[src/rtl/kfrl_pkg.sv]
package kfrl_pkg;

   localparam int MAX_KEYS_DEF   = 64;
   localparam int TIME_WIDTH_DEF = 32;
   localparam int FRAC_BITS_DEF  = 16;

   localparam int INDEX_W   = 16;
   localparam int CMD_W     = 2;
   localparam int STAT_W    = 3;
   localparam int CSR_IDX_W = 2;

   localparam longint END_TIME_RESET     = 65536;
   localparam logic [INDEX_W-1:0] COUNT_RESET = 16'd2;

   localparam logic [CMD_W-1:0] CMD_CLEAR  = 2'd0;
   localparam logic [CMD_W-1:0] CMD_APPEND = 2'd1;
   localparam logic [CMD_W-1:0] CMD_QUERY  = 2'd2;

   localparam logic [CSR_IDX_W-1:0] REG_START_TIME   = 2'd0;
   localparam logic [CSR_IDX_W-1:0] REG_END_TIME     = 2'd1;
   localparam logic [CSR_IDX_W-1:0] REG_OUTPUT_COUNT = 2'd2;

   localparam logic [STAT_W-1:0] STAT_OK       = 3'd0;
   localparam logic [STAT_W-1:0] STAT_RANGE    = 3'd1;
   localparam logic [STAT_W-1:0] STAT_FEW      = 3'd2;
   localparam logic [STAT_W-1:0] STAT_CLAMP    = 3'd3;
   localparam logic [STAT_W-1:0] STAT_ZERO_SEG = 3'd4;

   typedef enum logic [2:0] {
      SEL_RANGE,
      SEL_FEW,
      SEL_ABOVE,
      SEL_FOUND,
      SEL_DIV
   } out_sel_type;

   typedef enum logic [3:0] {
      S_IDLE,
      S_CHECK,
      S_TSTART,
      S_DIV_T,
      S_TIME,
      S_SCAN0,
      S_SCAN,
      S_FCHK,
      S_DIV_F,
      S_OUT
   } ctrl_state_type;

   typedef struct packed {
      logic        key_clear;
      logic        key_append;
      logic        load_query;
      logic        mul_go;
      logic        div_time;
      logic        time_go;
      logic        scan_first;
      logic        scan_step;
      logic        div_frac;
      logic        out_load;
      out_sel_type out_sel;
   } dp_cmd_type;

   typedef struct packed {
      logic bad_index;
      logic few_keys;
      logic div_done;
      logic scan_found;
      logic scan_end;
      logic frac_direct;
   } dp_stat_type;

endpackage

[src/rtl/keyframe_uniform_resample_locator.sv]
// Keyframe table with evenly spaced resample lookup.
// req channel: tuser carries the command (clear table, append key, query sample),
// tdata carries key_time and sample_index. Clear and append give no item on
// rsp; an append to a full table is dropped.
// A query gives one rsp item: segment_index, fraction, sample_time and status.
// A query runs, as needed, a 16-bit index times the time span, a serial divide
// by output_count-1 at one bit per cycle over TIME_WIDTH + 16 dividend bits, a
// key table scan at one key per cycle from a RAM with separate read and write
// ports, and a serial divide for the FRAC_BITS fraction bits. One query is in
// flight at a time; the next one is taken in the cycle after the result is
// loaded.
// rsp has an output register: a finished item waits there while rsp_tready is
// low, and the next item is still accepted and worked on; a second result
// waits in the last step until the register is free.
// csr writes set start_time, end_time and output_count and are always ready;
// write them only while no query is in flight.
// Synchronous reset empties the key table, restores the register defaults
// (start 0, end 1.0, count 2) and drops any pending result.
module keyframe_uniform_resample_locator #(
   parameter int MAX_KEYS   = kfrl_pkg::MAX_KEYS_DEF,
   parameter int TIME_WIDTH = kfrl_pkg::TIME_WIDTH_DEF,
   parameter int FRAC_BITS  = kfrl_pkg::FRAC_BITS_DEF,
   localparam int AW     = $clog2(MAX_KEYS),
   localparam int IW     = kfrl_pkg::INDEX_W,
   localparam int FW     = FRAC_BITS + 1,
   localparam int SW     = kfrl_pkg::STAT_W,
   localparam int REQ_W  = ((TIME_WIDTH + IW + 7) / 8) * 8,
   localparam int RSP_W  = ((AW + FW + TIME_WIDTH + SW + 7) / 8) * 8
) (
   input  logic                              clock,
   input  logic                              reset,
   input  logic                              req_tvalid,
   output logic                              req_tready,
   input  logic [REQ_W-1:0]                  req_tdata,  // key_time, sample_index
   input  logic [kfrl_pkg::CMD_W-1:0]        req_tuser,  // command
   output logic                              rsp_tvalid,
   input  logic                              rsp_tready,
   // segment_index, fraction, sample_time, status
   output logic [RSP_W-1:0]                  rsp_tdata,
   input  logic                              csr_valid,
   output logic                              csr_ready,
   input  logic [kfrl_pkg::CSR_IDX_W-1:0]    csr_index,
   input  logic [TIME_WIDTH-1:0]             csr_data
);

   kfrl_pkg::dp_cmd_type  dp_cmd;
   kfrl_pkg::dp_stat_type dp_stat;

   logic [AW-1:0]         segment_index;
   logic [FW-1:0]         fraction;
   logic [TIME_WIDTH-1:0] sample_time;
   logic [SW-1:0]         status;

   assign csr_ready = 1'b1;

   kfrl_ctrl u_ctrl (
      .clock       (clock),
      .reset       (reset),
      .req_valid   (req_tvalid),
      .req_command (req_tuser),
      .req_ready   (req_tready),
      .rsp_valid   (rsp_tvalid),
      .rsp_ready   (rsp_tready),
      .cmd         (dp_cmd),
      .stat        (dp_stat)
   );

   kfrl_dp #(
      .MAX_KEYS   (MAX_KEYS),
      .TIME_WIDTH (TIME_WIDTH),
      .FRAC_BITS  (FRAC_BITS)
   ) u_dp (
      .clock             (clock),
      .reset             (reset),
      .cmd               (dp_cmd),
      .stat              (dp_stat),
      .csr_write         (csr_valid && csr_ready),
      .csr_index         (csr_index),
      .csr_data          (csr_data),
      .req_key_time      (req_tdata[TIME_WIDTH-1:0]),
      .req_sample_index  (req_tdata[TIME_WIDTH+IW-1:TIME_WIDTH]),
      .rsp_segment_index (segment_index),
      .rsp_fraction      (fraction),
      .rsp_sample_time   (sample_time),
      .rsp_status        (status)
   );

   assign rsp_tdata = RSP_W'({status, sample_time, fraction, segment_index});

   a_query_blocks: assert property (@(posedge clock) disable iff (reset)
      (req_tvalid && req_tready && req_tuser == kfrl_pkg::CMD_QUERY) |=> !req_tready)
      else $error("input still ready after a query was taken");

   a_no_overwrite: assert property (@(posedge clock) disable iff (reset)
      dp_cmd.out_load |-> (!rsp_tvalid || rsp_tready))
      else $error("result register loaded over a waiting item");

   a_range_zero: assert property (@(posedge clock) disable iff (reset)
      (rsp_tvalid && status == kfrl_pkg::STAT_RANGE)
         |-> (segment_index == '0 && fraction == '0 && sample_time == '0))
      else $error("index-too-large item carries nonzero fields");

   a_few_zero: assert property (@(posedge clock) disable iff (reset)
      (rsp_tvalid && status == kfrl_pkg::STAT_FEW)
         |-> (segment_index == '0 && fraction == '0))
      else $error("too-few-keys item carries a segment or fraction");

endmodule

[src/rtl/kfrl_ram.sv]
module kfrl_ram #(
   parameter int WIDTH = 32,
   parameter int DEPTH = 64,
   localparam int AW = $clog2(DEPTH)
) (
   input  logic             clock,
   input  logic             we,
   input  logic [AW-1:0]    waddr,
   input  logic [WIDTH-1:0] wdata,
   input  logic [AW-1:0]    raddr,
   output logic [WIDTH-1:0] rdata
);

   logic [WIDTH-1:0] mem_ff [DEPTH];
   logic [WIDTH-1:0] rdata_ff;

   always_ff @(posedge clock) begin
      if (we) begin
         mem_ff[waddr] <= wdata;
      end
      rdata_ff <= mem_ff[raddr];
   end

   assign rdata = rdata_ff;

endmodule

[src/rtl/kfrl_div.sv]
module kfrl_div #(
   parameter int DVD_W = 48,
   parameter int DVS_W = 33,
   localparam int CNT_W = $clog2(DVD_W + 1)
) (
   input  logic             clock,
   input  logic             reset,
   input  logic             start,
   input  logic [DVS_W-1:0] rem_init,
   input  logic [DVD_W-1:0] dividend,
   input  logic [DVS_W-1:0] divisor,
   input  logic [CNT_W-1:0] steps,
   output logic             done,
   output logic [DVD_W-1:0] quotient,
   output logic [DVS_W-1:0] remainder
);

   logic [DVS_W-1:0] rem_ff, rem_in;
   logic [DVD_W-1:0] quo_ff, quo_in;
   logic [DVS_W-1:0] dvs_ff;
   logic [CNT_W-1:0] cnt_ff;
   logic             busy_ff;
   logic             done_ff;
   logic [DVS_W:0]   trial;
   logic [DVS_W:0]   diff;
   logic             ge;

   // one quotient bit per cycle, restoring
   always_comb begin
      trial  = {rem_ff, quo_ff[DVD_W-1]};
      diff   = trial - {1'b0, dvs_ff};
      ge     = trial >= {1'b0, dvs_ff};
      rem_in = ge ? diff[DVS_W-1:0] : trial[DVS_W-1:0];
      quo_in = {quo_ff[DVD_W-2:0], ge};
   end

   always_ff @(posedge clock) begin
      if (reset) begin
         busy_ff <= 1'b0;
         done_ff <= 1'b0;
         cnt_ff  <= '0;
      end else begin
         done_ff <= 1'b0;
         if (start) begin
            busy_ff <= 1'b1;
            cnt_ff  <= steps;
         end else if (busy_ff) begin
            cnt_ff <= cnt_ff - CNT_W'(1);
            if (cnt_ff == CNT_W'(1)) begin
               busy_ff <= 1'b0;
               done_ff <= 1'b1;
            end
         end
      end
   end

   always_ff @(posedge clock) begin
      if (start) begin
         rem_ff <= rem_init;
         quo_ff <= dividend;
         dvs_ff <= divisor;
      end else if (busy_ff) begin
         rem_ff <= rem_in;
         quo_ff <= quo_in;
      end
   end

   assign done      = done_ff;
   assign quotient  = quo_ff;
   assign remainder = rem_ff;

endmodule

[src/rtl/kfrl_dp.sv]
module kfrl_dp #(
   parameter int MAX_KEYS   = kfrl_pkg::MAX_KEYS_DEF,
   parameter int TIME_WIDTH = kfrl_pkg::TIME_WIDTH_DEF,
   parameter int FRAC_BITS  = kfrl_pkg::FRAC_BITS_DEF,
   localparam int AW = $clog2(MAX_KEYS),
   localparam int IW = kfrl_pkg::INDEX_W,
   localparam int FW = FRAC_BITS + 1
) (
   input  logic                               clock,
   input  logic                               reset,
   input  kfrl_pkg::dp_cmd_type               cmd,
   output kfrl_pkg::dp_stat_type              stat,
   input  logic                               csr_write,
   input  logic [kfrl_pkg::CSR_IDX_W-1:0]     csr_index,
   input  logic [TIME_WIDTH-1:0]              csr_data,
   input  logic [TIME_WIDTH-1:0]              req_key_time,
   input  logic [IW-1:0]                      req_sample_index,
   output logic [AW-1:0]                      rsp_segment_index,
   output logic [FW-1:0]                      rsp_fraction,
   output logic [TIME_WIDTH-1:0]              rsp_sample_time,
   output logic [kfrl_pkg::STAT_W-1:0]        rsp_status
);

   localparam int TW    = TIME_WIDTH;
   localparam int KCW   = $clog2(MAX_KEYS + 1);
   localparam int DVD_W = TW + IW;
   localparam int DVS_W = TW + 1;
   localparam int CNT_W = $clog2(DVD_W + 1);
   localparam logic [FW-1:0] FRAC_ONE = FW'(1) << FRAC_BITS;

   logic signed [TW-1:0] start_ff, end_ff;
   logic [IW-1:0]        count_ff;
   logic [KCW-1:0]       key_count_ff;
   logic [IW-1:0]        idx_ff, n_m1_ff, n_m1_in;
   logic                 neg_ff;
   logic [TW-1:0]        mag_ff;
   logic [DVD_W-1:0]     prod_ff;
   logic signed [TW-1:0] t_ff;
   logic [KCW-1:0]       scan_ff;
   logic                 first_ff;
   logic signed [TW-1:0] prev_ff, left_ff, right_ff;
   logic [AW-1:0]        seg_ff;

   logic [AW-1:0]                 seg_out_ff, seg_out_in;
   logic [FW-1:0]                 frac_out_ff, frac_out_in;
   logic [TW-1:0]                 time_out_ff, time_out_in;
   logic [kfrl_pkg::STAT_W-1:0]   stat_out_ff, stat_out_in;

   logic [DVS_W-1:0] diff, mag_full;
   logic             key_full;
   logic             ram_we;
   logic [AW-1:0]    ram_raddr;
   logic [TW-1:0]    key_rdata;

   logic             div_start, div_done;
   logic [DVS_W-1:0] div_rem_init, div_dvs, div_rem;
   logic [DVD_W-1:0] div_dvd, div_quo;
   logic [CNT_W-1:0] div_steps;

   logic             rnd;
   logic [DVS_W-1:0] total, t_wide;
   logic [DVS_W-1:0] num, den;
   logic             lt, eq, full;

   always_comb begin
      diff     = {end_ff[TW-1], end_ff} - {start_ff[TW-1], start_ff};
      mag_full = diff[TW] ? (~diff + DVS_W'(1)) : diff;
      n_m1_in  = (count_ff < IW'(2)) ? IW'(1) : count_ff - IW'(1);
      key_full = key_count_ff == KCW'(MAX_KEYS);
      ram_we   = cmd.key_append && !key_full;
      ram_raddr = cmd.scan_first ? '0 : scan_ff[AW-1:0];
   end

   kfrl_ram #(
      .WIDTH (TW),
      .DEPTH (MAX_KEYS)
   ) u_keys (
      .clock (clock),
      .we    (ram_we),
      .waddr (key_count_ff[AW-1:0]),
      .wdata (req_key_time),
      .raddr (ram_raddr),
      .rdata (key_rdata)
   );

   // one unit for the sample time and the fraction
   always_comb begin
      num = {t_ff[TW-1], t_ff} - {left_ff[TW-1], left_ff};
      den = {right_ff[TW-1], right_ff} - {left_ff[TW-1], left_ff};
      lt   = t_ff < left_ff;
      eq   = right_ff == left_ff;
      full = num >= den;
      div_start = cmd.div_time || cmd.div_frac;
      if (cmd.div_frac) begin
         div_rem_init = num;
         div_dvd      = '0;
         div_dvs      = den;
         div_steps    = CNT_W'(FRAC_BITS);
      end else begin
         div_rem_init = '0;
         div_dvd      = prod_ff;
         div_dvs      = DVS_W'(n_m1_ff);
         div_steps    = CNT_W'(DVD_W);
      end
   end

   kfrl_div #(
      .DVD_W (DVD_W),
      .DVS_W (DVS_W)
   ) u_div (
      .clock     (clock),
      .reset     (reset),
      .start     (div_start),
      .rem_init  (div_rem_init),
      .dividend  (div_dvd),
      .divisor   (div_dvs),
      .steps     (div_steps),
      .done      (div_done),
      .quotient  (div_quo),
      .remainder (div_rem)
   );

   // round half away from zero on the magnitude
   always_comb begin
      rnd    = {div_rem, 1'b0} >= (DVS_W + 1)'(n_m1_ff);
      total  = {1'b0, div_quo[TW-1:0]} + DVS_W'(rnd);
      t_wide = neg_ff ? ({start_ff[TW-1], start_ff} - total)
                      : ({start_ff[TW-1], start_ff} + total);
   end

   always_ff @(posedge clock) begin
      if (reset) begin
         start_ff     <= '0;
         end_ff       <= TW'(kfrl_pkg::END_TIME_RESET);
         count_ff     <= kfrl_pkg::COUNT_RESET;
         key_count_ff <= '0;
         first_ff     <= 1'b0;
      end else begin
         if (csr_write) begin
            case (csr_index)
               kfrl_pkg::REG_START_TIME:   start_ff <= csr_data;
               kfrl_pkg::REG_END_TIME:     end_ff   <= csr_data;
               kfrl_pkg::REG_OUTPUT_COUNT: count_ff <= csr_data[IW-1:0];
               default: ;
            endcase
         end
         if (cmd.key_clear) begin
            key_count_ff <= '0;
         end else if (ram_we) begin
            key_count_ff <= key_count_ff + KCW'(1);
         end
         if (cmd.scan_first) begin
            first_ff <= 1'b1;
         end else if (cmd.scan_step) begin
            first_ff <= 1'b0;
         end
      end
   end

   always_ff @(posedge clock) begin
      if (cmd.load_query) begin
         idx_ff  <= req_sample_index;
         n_m1_ff <= n_m1_in;
         neg_ff  <= diff[TW];
         mag_ff  <= mag_full[TW-1:0];
      end
      if (cmd.mul_go) begin
         prod_ff <= DVD_W'(mag_ff) * DVD_W'(idx_ff);
      end
      if (cmd.time_go) begin
         t_ff <= t_wide[TW-1:0];
      end
      if (cmd.scan_first) begin
         scan_ff <= KCW'(1);
      end else if (cmd.scan_step) begin
         scan_ff  <= scan_ff + KCW'(1);
         prev_ff  <= key_rdata;
         left_ff  <= prev_ff;
         right_ff <= key_rdata;
         seg_ff   <= AW'(scan_ff - KCW'(2));
      end
      if (cmd.out_load) begin
         seg_out_ff  <= seg_out_in;
         frac_out_ff <= frac_out_in;
         time_out_ff <= time_out_in;
         stat_out_ff <= stat_out_in;
      end
   end

   always_comb begin
      seg_out_in  = '0;
      frac_out_in = '0;
      time_out_in = t_ff;
      stat_out_in = kfrl_pkg::STAT_OK;
      case (cmd.out_sel)
         kfrl_pkg::SEL_RANGE: begin
            time_out_in = '0;
            stat_out_in = kfrl_pkg::STAT_RANGE;
         end
         kfrl_pkg::SEL_FEW: begin
            stat_out_in = kfrl_pkg::STAT_FEW;
         end
         kfrl_pkg::SEL_ABOVE: begin
            seg_out_in  = AW'(key_count_ff - KCW'(2));
            frac_out_in = FRAC_ONE;
            stat_out_in = kfrl_pkg::STAT_CLAMP;
         end
         kfrl_pkg::SEL_FOUND: begin
            seg_out_in = seg_ff;
            if (lt) begin
               stat_out_in = kfrl_pkg::STAT_CLAMP;
            end else if (eq) begin
               stat_out_in = kfrl_pkg::STAT_ZERO_SEG;
            end else begin
               frac_out_in = FRAC_ONE;
            end
         end
         kfrl_pkg::SEL_DIV: begin
            seg_out_in  = seg_ff;
            frac_out_in = FW'(div_quo[FRAC_BITS-1:0]);
         end
         default: begin
            time_out_in = '0;
            stat_out_in = kfrl_pkg::STAT_RANGE;
         end
      endcase
   end

   always_comb begin
      stat.bad_index   = idx_ff > n_m1_ff;
      stat.few_keys    = key_count_ff < KCW'(2);
      stat.div_done    = div_done;
      stat.scan_found  = !first_ff && ($signed(key_rdata) >= t_ff);
      stat.scan_end    = !first_ff && (scan_ff == key_count_ff);
      stat.frac_direct = lt || eq || full;
   end

   assign rsp_segment_index = seg_out_ff;
   assign rsp_fraction      = frac_out_ff;
   assign rsp_sample_time   = time_out_ff;
   assign rsp_status        = stat_out_ff;

endmodule

[src/rtl/kfrl_ctrl.sv]
module kfrl_ctrl (
   input  logic                          clock,
   input  logic                          reset,
   input  logic                          req_valid,
   input  logic [kfrl_pkg::CMD_W-1:0]    req_command,
   output logic                          req_ready,
   output logic                          rsp_valid,
   input  logic                          rsp_ready,
   output kfrl_pkg::dp_cmd_type          cmd,
   input  kfrl_pkg::dp_stat_type         stat
);

   kfrl_pkg::ctrl_state_type state_ff, state_in;
   kfrl_pkg::out_sel_type    sel_ff, sel_in;
   logic                     valid_ff, valid_in;
   logic                     accept;
   logic                     slot_free;

   assign accept    = req_valid && (state_ff == kfrl_pkg::S_IDLE);
   assign slot_free = !valid_ff || rsp_ready;

   always_ff @(posedge clock) begin
      if (reset) begin
         state_ff <= kfrl_pkg::S_IDLE;
         sel_ff   <= kfrl_pkg::SEL_RANGE;
         valid_ff <= 1'b0;
      end else begin
         state_ff <= state_in;
         sel_ff   <= sel_in;
         valid_ff <= valid_in;
      end
   end

   // next state
   always_comb begin
      state_in = state_ff;
      sel_in   = sel_ff;
      valid_in = valid_ff && !rsp_ready;
      case (state_ff)
         kfrl_pkg::S_IDLE: begin
            if (accept && req_command == kfrl_pkg::CMD_QUERY) begin
               state_in = kfrl_pkg::S_CHECK;
            end
         end
         kfrl_pkg::S_CHECK: begin
            if (stat.bad_index) begin
               sel_in   = kfrl_pkg::SEL_RANGE;
               state_in = kfrl_pkg::S_OUT;
            end else begin
               state_in = kfrl_pkg::S_TSTART;
            end
         end
         kfrl_pkg::S_TSTART: state_in = kfrl_pkg::S_DIV_T;
         kfrl_pkg::S_DIV_T: begin
            if (stat.div_done) begin
               state_in = kfrl_pkg::S_TIME;
            end
         end
         kfrl_pkg::S_TIME: begin
            if (stat.few_keys) begin
               sel_in   = kfrl_pkg::SEL_FEW;
               state_in = kfrl_pkg::S_OUT;
            end else begin
               state_in = kfrl_pkg::S_SCAN0;
            end
         end
         kfrl_pkg::S_SCAN0: state_in = kfrl_pkg::S_SCAN;
         kfrl_pkg::S_SCAN: begin
            if (stat.scan_found) begin
               state_in = kfrl_pkg::S_FCHK;
            end else if (stat.scan_end) begin
               sel_in   = kfrl_pkg::SEL_ABOVE;
               state_in = kfrl_pkg::S_OUT;
            end
         end
         kfrl_pkg::S_FCHK: begin
            if (stat.frac_direct) begin
               sel_in   = kfrl_pkg::SEL_FOUND;
               state_in = kfrl_pkg::S_OUT;
            end else begin
               state_in = kfrl_pkg::S_DIV_F;
            end
         end
         kfrl_pkg::S_DIV_F: begin
            if (stat.div_done) begin
               sel_in   = kfrl_pkg::SEL_DIV;
               state_in = kfrl_pkg::S_OUT;
            end
         end
         kfrl_pkg::S_OUT: begin
            if (slot_free) begin
               valid_in = 1'b1;
               state_in = kfrl_pkg::S_IDLE;
            end
         end
         default: state_in = kfrl_pkg::S_IDLE;
      endcase
   end

   // datapath commands
   always_comb begin
      cmd         = '0;
      cmd.out_sel = sel_ff;
      case (state_ff)
         kfrl_pkg::S_IDLE: begin
            cmd.key_clear  = accept && req_command == kfrl_pkg::CMD_CLEAR;
            cmd.key_append = accept && req_command == kfrl_pkg::CMD_APPEND;
            cmd.load_query = accept && req_command == kfrl_pkg::CMD_QUERY;
         end
         kfrl_pkg::S_CHECK:  cmd.mul_go     = !stat.bad_index;
         kfrl_pkg::S_TSTART: cmd.div_time   = 1'b1;
         kfrl_pkg::S_TIME:   cmd.time_go    = 1'b1;
         kfrl_pkg::S_SCAN0:  cmd.scan_first = 1'b1;
         kfrl_pkg::S_SCAN:   cmd.scan_step  = 1'b1;
         kfrl_pkg::S_FCHK:   cmd.div_frac   = !stat.frac_direct;
         kfrl_pkg::S_OUT:    cmd.out_load   = slot_free;
         default: ;
      endcase
   end

   assign req_ready = state_ff == kfrl_pkg::S_IDLE;
   assign rsp_valid = valid_ff;

endmodule
[config.mk]
export PLATFORM = sky130hd
export DESIGN_NAME = keyframe_uniform_resample_locator
export DESIGN_NICKNAME = d
export VERILOG_FILES = /design/src/rtl/kfrl_pkg.sv /design/src/rtl/keyframe_uniform_resample_locator.sv /design/src/rtl/kfrl_ram.sv /design/src/rtl/kfrl_div.sv /design/src/rtl/kfrl_dp.sv /design/src/rtl/kfrl_ctrl.sv
export SDC_FILE = /design/constraint.sdc
export NUM_CORES = 2
export LEC_CHECK = 0
export BUFFER_PORTS_ARGS = -buffer_cell sky130_fd_sc_hd__clkbuf_2
export CAP_MARGIN = 0
export CELL_PAD_IN_SITES_DETAIL_PLACEMENT = 1
export CELL_PAD_IN_SITES_GLOBAL_PLACEMENT = 2
export CORE_MARGIN = 2
export CORE_UTILIZATION = 30
export CTS_BUF_LIST = sky130_fd_sc_hd__clkbuf_16
export CTS_CLUSTER_DIAMETER = 100
export DETAILED_ROUTE_END_ITERATION = 12
export HOLD_SLACK_MARGIN = 0.12
export PLACE_DENSITY = 0.68
export SLEW_MARGIN = 30
export SYNTH_ARGS = -nofsm -noshare
export SYNTH_HDL_FRONTEND = slang
export SYNTH_SLANG_ARGS = --single-unit
[constraint.sdc]
create_clock -name clock -period 8.4 [get_ports clock]
set_input_delay 0 -clock clock [delete_from_list [all_inputs] [get_ports clock]]
set_output_delay 0 -clock clock [all_outputs]
set_load 0.1 [all_outputs]
; ---- After elaboration in Yosys (flattened, before gate mapping)
; Memory sizes are Yosys's and may differ from the RTL's. A register that Yosys moved wholly into a read port is not among the register bits.
; Index checks and enable logic that the tools add are counted.
; W data, S select, Z words.
[totals]
regBits = 498
latchBits = 0
ram_bits = 2048
romBits = 0
in_bits = 89
out_inout_bits = 67
word_cells = 177
n_memories = 1
[mem_list]
columns = name, words, width, rd, rd_clocked_by_memory_dff, wr, line_no
row1 = u_dp.u_keys.mem_ff, 64, 32, 1, 1, 1, kfrl_ram.sv:14  ; logic [WIDTH-1:0] mem_ff [DEPTH];
[op_classes]
add_sub_neg = 14
mul = 1
div = 0
magnitude_cmp = 8
n_eq_ne = 31
n_shift = 0
n_mux = 56
n_bitwise = 3
n_reduce_logical = 34
[op_table]
columns = operator, count
row1 = $mux W48, 3
row2 = $mux W33, 4
row3 = $sub A32 B32 Y33, 3
row4 = $mux W32, 2
row5 = $pmux W17 S3, 1
row6 = $mul A32 B16 Y48, 1
row7 = $pmux W4 S10, 1
row8 = $ge A34 B16 Y1, 1
row9 = $ge A34 B33 Y1, 1
row10 = $mux W17, 2
row11 = $ge A33 B33 Y1, 1
row12 = $sub A33 B33 Y33, 1
row13 = $add A32 B1 Y32, 1
row14 = $add A32 B1 Y32 const B, 1
row15 = $add A32 B32 Y32, 1
row16 = $eq A32 B32 Y1, 1
row17 = $ge A32 B32 Y1, 1
row18 = $lt A32 B32 Y1, 1
row19 = $mux W4, 8
row20 = $not A32 Y32, 1
row21 = $sub A32 B32 Y32, 1
row22 = $mux W3, 9
row23 = $mux W6, 4
row24 = $mux W1, 18
row25 = 40 further kinds, 79

; ---- Logic depth before layout (Yosys ltp)
[logic_depth]
ltp_word = 7
ltp_mapped = 37
depth_no_buf = 35

; ---- By module
; Synthesis repeated with hierarchy kept, for this count alone.
[unflattened]
hier_cells = 8484
area_unflattened_um2 = 127051.9
[modules_own_cells]
columns = mod, n_inst, cells_per_inst, area_each_um2, seq_area_each_um2
row1 = kfrl_ram, 1, 3324, 78515.3, 62139.6
row2 = kfrl_dp, 1, 4443, 40451.3, 10099.7
row3 = kfrl_div, 1, 624, 7342.0, 3583.4
row4 = kfrl_ctrl, 1, 84, 683.2, 160.2
row5 = keyframe_uniform_resample_locator, 1, 9, 60.1, 0.0

; ---- Worst setup path before layout
; Ideal clock, no wire load.
[synth_path]
kind = flip-flop to flip-flop
startpoint = register u_ctrl.state_ff[0]
endpoint = register u_ctrl.state_ff[0]
setup_time_ns = 0.132
arrival_time_ns = 9.782
t_required_ns = 8.268
slack_ns = -1.515
path_stages_with_launch = 11
n_path_buf = 1
synth_period_minus_slack_ns = 9.915
cell_sequence = dfxtp_1 -> buf_2 -> nor4_1 -> nand2_1 -> nor3b_1 -> a211oi_1 -> a31oi_1 -> o21ai_0 -> a21oi_1 -> mux2i_1 -> a21oi_1
[synth_between]
elab_chain_cells = 5
word_cells_on_any_way = 19
cone_classes = eq/ne: 14 / mux: 1 / reduce/logical: 4
[synth_rtl]
columns = element, line_no
row1 = start: declaration, kfrl_ctrl.sv:13  ; kfrl_pkg::ctrl_state_type state_ff, state_in;
row2 = start signal: assignment, kfrl_ctrl.sv:24  ; state_ff <= kfrl_pkg::S_IDLE;
row3 = start signal: assignment, kfrl_ctrl.sv:28  ; state_ff <= state_in;
row4 = $logic_not A4 Y1 (*), --
row5 = via req_tready, keyframe_uniform_resample_locator.sv:33  ; output logic req_tready,
row6 = $logic_and A1 B1 Y1, kfrl_ctrl.sv:19  ; assign accept = req_valid && (state_ff == kfrl_pkg::S_IDLE);
row7 = $logic_and A1 B1 Y1, kfrl_ctrl.sv:41  ; if (accept && req_command == kfrl_pkg::CMD_QUERY) begin
row8 = $ne A2 B1 Y1 (no source line), --
row9 = $reduce_and A5 Y1 (no source line), --
; The timed path passes the listed nets; every way through them passes the cells marked *.
; A chain may end at the register's enable or synchronous reset.

; ---- Worst setup path in the final report
[layout_path]
startpoint = register u_dp.n_m1_ff[1]
endpoint = register u_dp.t_ff[28], data pin
[layout_between]
elab_chain_cells = 4
word_cells_on_any_way = 5
cone_classes = add/sub: 3 / order compare: 1 / mux: 1
[layout_rtl]
columns = element, line_no
row1 = start: declaration, kfrl_dp.sv:34  ; logic [IW-1:0] idx_ff, n_m1_ff, n_m1_in;
row2 = start signal: assignment, kfrl_dp.sv:163  ; n_m1_ff <= n_m1_in;
row3 = $ge A34 B16 Y1 (*), kfrl_dp.sv:125  ; rnd = {div_rem, 1'b0} >= (DVS_W + 1)'(n_m1_ff);
row4 = $add A32 B1 Y32 (*), kfrl_dp.sv:126  ; total = {1'b0, div_quo[TW-1:0]} + DVS_W'(rnd);
row5 = $add A32 B32 Y32 / $sub A32 B32 Y32 (equally long branches), "kfrl_dp.sv:128, kfrl_dp.sv:127"
row6 = $mux W32 (*), kfrl_dp.sv:127  ; t_wide = neg_ff ? ({start_ff[TW-1], start_ff} - total)
row7 = via u_dp.t_wide[28], kfrl_dp.sv:61  ; logic [DVS_W-1:0] total, t_wide;
row8 = end signal: assignment, kfrl_dp.sv:171  ; t_ff <= t_wide[TW-1:0];
row9 = end: declaration, kfrl_dp.sv:38  ; logic signed [TW-1:0] t_ff;
; Marked as above.

==> results.sh <==
export IMPL_cp_top_family="compound AO/OA/AOI/OAI gates"
export IMPL_cts_setup_buffers=0
export IMPL_crit_path_start_kind="flip-flop"
export IMPL_ys_warn_count=0
export IMPL_vias_per_cell=5.114
export IMPL_syn_avg_cell_area_um2=11.60
export IMPL_totalWireLength_um=430800
export IMPL_p_leak_uw=0.05382
export IMPL_finalCritPeriodShare=0.9126
export IMPL_cts_hold_fix_buffers=155
export IMPL_drtAntennaViolNets=0
export IMPL_core_area_mm2=0.4351
export IMPL_grt_pass1_wl_um=634900
export IMPL_path_class="reg2reg"
export IMPL_peakVddDrop_v=0.0009305
export IMPL_routed_via_count=89420
export IMPL_cts_htree_levels=5
export IMPL_overflow=0
export IMPL_synth_cell_types=94
export IMPL_die_h_um=665.4
export IMPL_cp_slowest_cell="a31oi_1"
export IMPL_timing_fmax_mhz=130.4
export IMPL_hp_class="in2reg"
export IMPL_first_pass_iters=5
export IMPL_grt_use_total=0.1905
export IMPL_path_clk_slew_ps=60
export IMPL_syn_inst=11320
export IMPL_grt_pass1_vias=94470
export IMPL_slew_violations=0
export IMPL_arrival_ps=8330
export IMPL_grt_max_degree=166
export IMPL_die_w_um=665.4
export IMPL_rsz0062_at_grt="false"
export IMPL_finalHoldViolations=0
export IMPL_max_stage_delay_ps=390
export IMPL_post_cts_resized=0
export IMPL_skew_ps=80.95
export IMPL_cap_viol_max_count=0
export IMPL_reg2reg_depth=34
export IMPL_tightest_slew_ps=1137
export IMPL_setup_tns_ps=0
export IMPL_cp_depth=34
export IMPL_portBuffers=148
export IMPL_drive_above_1_share=0.09199
export IMPL_drt_iter0_drc=6305
export IMPL_ys_seq_area_frac=0.5789
export IMPL_clockBufferDepth=4
export IMPL_root_buffer="clkbuf_16"
export IMPL_critPathRequiredTime_ps=9060
export IMPL_status="complete, no violations"
export IMPL_ys_seq_elements=2578
export IMPL_synth_edf_count=2435
export IMPL_p_per_area_mw_per_mm2=373.2
export IMPL_whs_path_depth=3
export IMPL_clock_sinks=2578
export IMPL_initial_core_util=0.3016
export IMPL_max_slew_margin_rel=0.2375
export IMPL_gp_congestion=0.8485
export IMPL_layout_area_overhead_vs_synth_pct=14.95
export IMPL_setup_viol_count_final=0
export IMPL_synth_flop_cell="edfxtp_1"
export IMPL_die_area_mm2=0.4428
export IMPL_period_needed_ps=7666
export IMPL_antenna_found_initial=38
export IMPL_cts_tree="yes"
export IMPL_rows=242
export IMPL_layout_nets=12380
export IMPL_crit_buf_inv=1
export IMPL_drc_errors=0
export IMPL_worst_path_max_fanout=7
export IMPL_io_pins=156
export IMPL_post_drt_wl_per_cell_um=24.63
export IMPL_syn_area_mm2=0.1312
export IMPL_cts_buffers=307
export IMPL_end_kind="flip-flop"
export IMPL_crit_top_cell="o21a_1"
export IMPL_clk_latency_ps=940
export IMPL_hpwl_um=276900
export IMPL_async_flop_share=0
export IMPL_final_util=0.3467
==> registers in the layout (all words and copies together), names as in the netlist, 4 cells and up <==
name and flops:
u_ctrl.state_ff 4, u_dp.count_ff 16, u_dp.end_ff 32, u_dp.idx_ff 16, u_dp.key_count_ff 7, u_dp.left_ff 32
u_dp.mag_ff 32, u_dp.n_m1_ff 16, u_dp.prev_ff 32, u_dp.prod_ff 48, u_dp.rsp_fraction 17, u_dp.rsp_sample_time 32
u_dp.rsp_segment_index 6, u_dp.scan_ff 7, u_dp.seg_ff 6, u_dp.start_ff 32, u_dp.t_ff 32, u_dp.u_div.cnt_ff 6
u_dp.u_div.dvs_ff 33, u_dp.u_div.quotient 48, u_dp.u_div.remainder 33, u_dp.u_keys.mem_ff 2048, u_dp.u_keys.rdata 32
==> final cells by class <==
cell class,count,area (um2)
Sequential cell,2578,75990
Multi-Input combinational cell,7428,50990
Inverter,643,2414
Fill cell,46850,284200
Tap cell,5734,7174
Antenna cell,24,60.06
Clock inverter,244,2113
Clock buffer,316,7908
Timing Repair Buffer,520,4228
==> path summary, 6_finish.rpt <==
kind	startpoint	end	slack, ps
hold reg to reg	u_dp.prev_ff[0]	u_dp.left_ff[0]	410
setup reg to reg	u_dp.n_m1_ff[1]	u_dp.t_ff[28]	730
setup / recovery	u_dp.n_m1_ff[1]	u_dp.t_ff[28]	730
hold / removal	req_tdata[20]	u_dp.u_keys.mem_ff[48][20]	290
==> cells in the final DEF (no fill, tap or decap), types with 26 or more instances in the layout <==
| master | n |
|---|---|
| xor2_1 | 110 |
| nor2b_1 | 33 |
| and2_1 | 421 |
| buf_4 | 193 |
| clkinv_1 | 78 |
| clkinv_2 | 35 |
| o21ai_0 | 646 |
| and3_1 | 51 |
| a21o_1 | 128 |
| nor2_4 | 67 |
| dfxtp_1 | 142 |
| dlygate4sd3_1 | 155 |
| a211oi_1 | 306 |
| nand4_1 | 54 |
| nor4_1 | 26 |
| nand3_1 | 143 |
| nor2_1 | 1098 |
| or3_1 | 27 |
| o21bai_1 | 33 |
| inv_1 | 701 |
| xnor2_1 | 181 |
| nor3_1 | 61 |
| nand2b_1 | 38 |
| fa_1 | 423 |
| mux4_2 | 128 |
| o211ai_1 | 207 |
| ha_1 | 393 |
| o21a_1 | 38 |
| nand2_1 | 1749 |
| clkbuf_2 | 147 |
| o31ai_1 | 30 |
| a21oi_1 | 438 |
| bufinv_16 | 27 |
| mux2i_1 | 29 |
| a31oi_1 | 259 |
| edfxtp_1 | 2435 |
| clkbuf_16 | 316 |
==> logic make-up after synthesis <==
logic type               Yosys count  share of synthesized area
AO/OA/AOI/OAI                   2273                     0.1086
buffers and inverters           1316                    0.03827
XOR/XNOR                         292                    0.01949
flip-flops                      2578                     0.5789
adder cells (fa/ha/maj)          816                     0.1020
AND/OR/NAND/NOR                 3881                     0.1283
multiplexers                     159                    0.02435
other                              2                 0.00005722
==> layer usage <==
metal	part of all wire	track usage	wire length, um
met5	0.000063	0	27
met4	0.033	0.05841	14280
met3	0.041	0.01959	17680
met2	0.49	0.3269	210200
met1	0.44	0.2531	188600
==> through the flow <==
step | worst slack (ps) | area (um2) | cells | hold slack (ps) | power [uW]
after global placement | 863.3 | 139100 | 16750 | 177.1 | 43120
after CTS | 747.2 | 150800 | 17460 | 244.9 | 57060
final | 734.1 | 150900 | 17490 | 293.3 | 56310
after detailed placement | 755.0 | 139200 | 16750 | 179.6 | 43450
after floorplan | 690.0 | 131300 | 11320 | 89.78 | 35380
after global routing | 89.93 | 150800 | 17480 | 316.6 | 60290
==> worst register-to-register path: cells and delay by family (launching register included) <==
family / cells / cell delay, ps
compound gates: 17 / 3550
mux: 1 / 150
buf+inv: 1 / 240
fa+ha+maj: 4 / 1220
simple gates: 10 / 1690
flops: 1 / 370
xor+xnor: 1 / 220
==> report_power, final <==
group | switching [uW] | internal [uW]
clock network | 5590 | 7700
logic | 16200 | 10400
registers | 593 | 15800
==> synth_stat cells (all sizes together), types with 8 or more instances <==
cell	count	area [um2]
a21boi	12	90.09
ha	393	4917
o22ai	8	50.05
nor2b	35	219.0
and2	428	2678
edfxtp	2435	73120
or4	9	71.32
a211oi	319	2405
nand2b	38	237.7
a21o	128	960.9
nand4	55	350.3
xnor2	182	1594
o21bai	33	247.7
a2111oi	9	110.1
dfxtp	143	2863
nor2	1166	4377
nand3b	9	67.56
and3	52	325.3
o2bb2ai	20	175.2
a31oi	261	1633
o211ai	208	1567
a31o	10	87.58
o21ai	654	3273
a311oi	9	78.83
or2	20	125.1
fa	423	8468
nor4	29	196.4
nand2	1762	6614
o31ai	32	240.2
clkbuf	593	2228
xor2	110	963.4
mux2i	29	290.3
buf	80	380.4
and4	9	78.83
nand3	143	715.7
nor3	65	330.3
inv	642	2410
o41ai	12	112.6
nor3b	13	97.59
or3	28	175.2
mux4	128	2883
a21oi	439	2197
o21a	38	285.3
(Power assumes the default switching activity.)
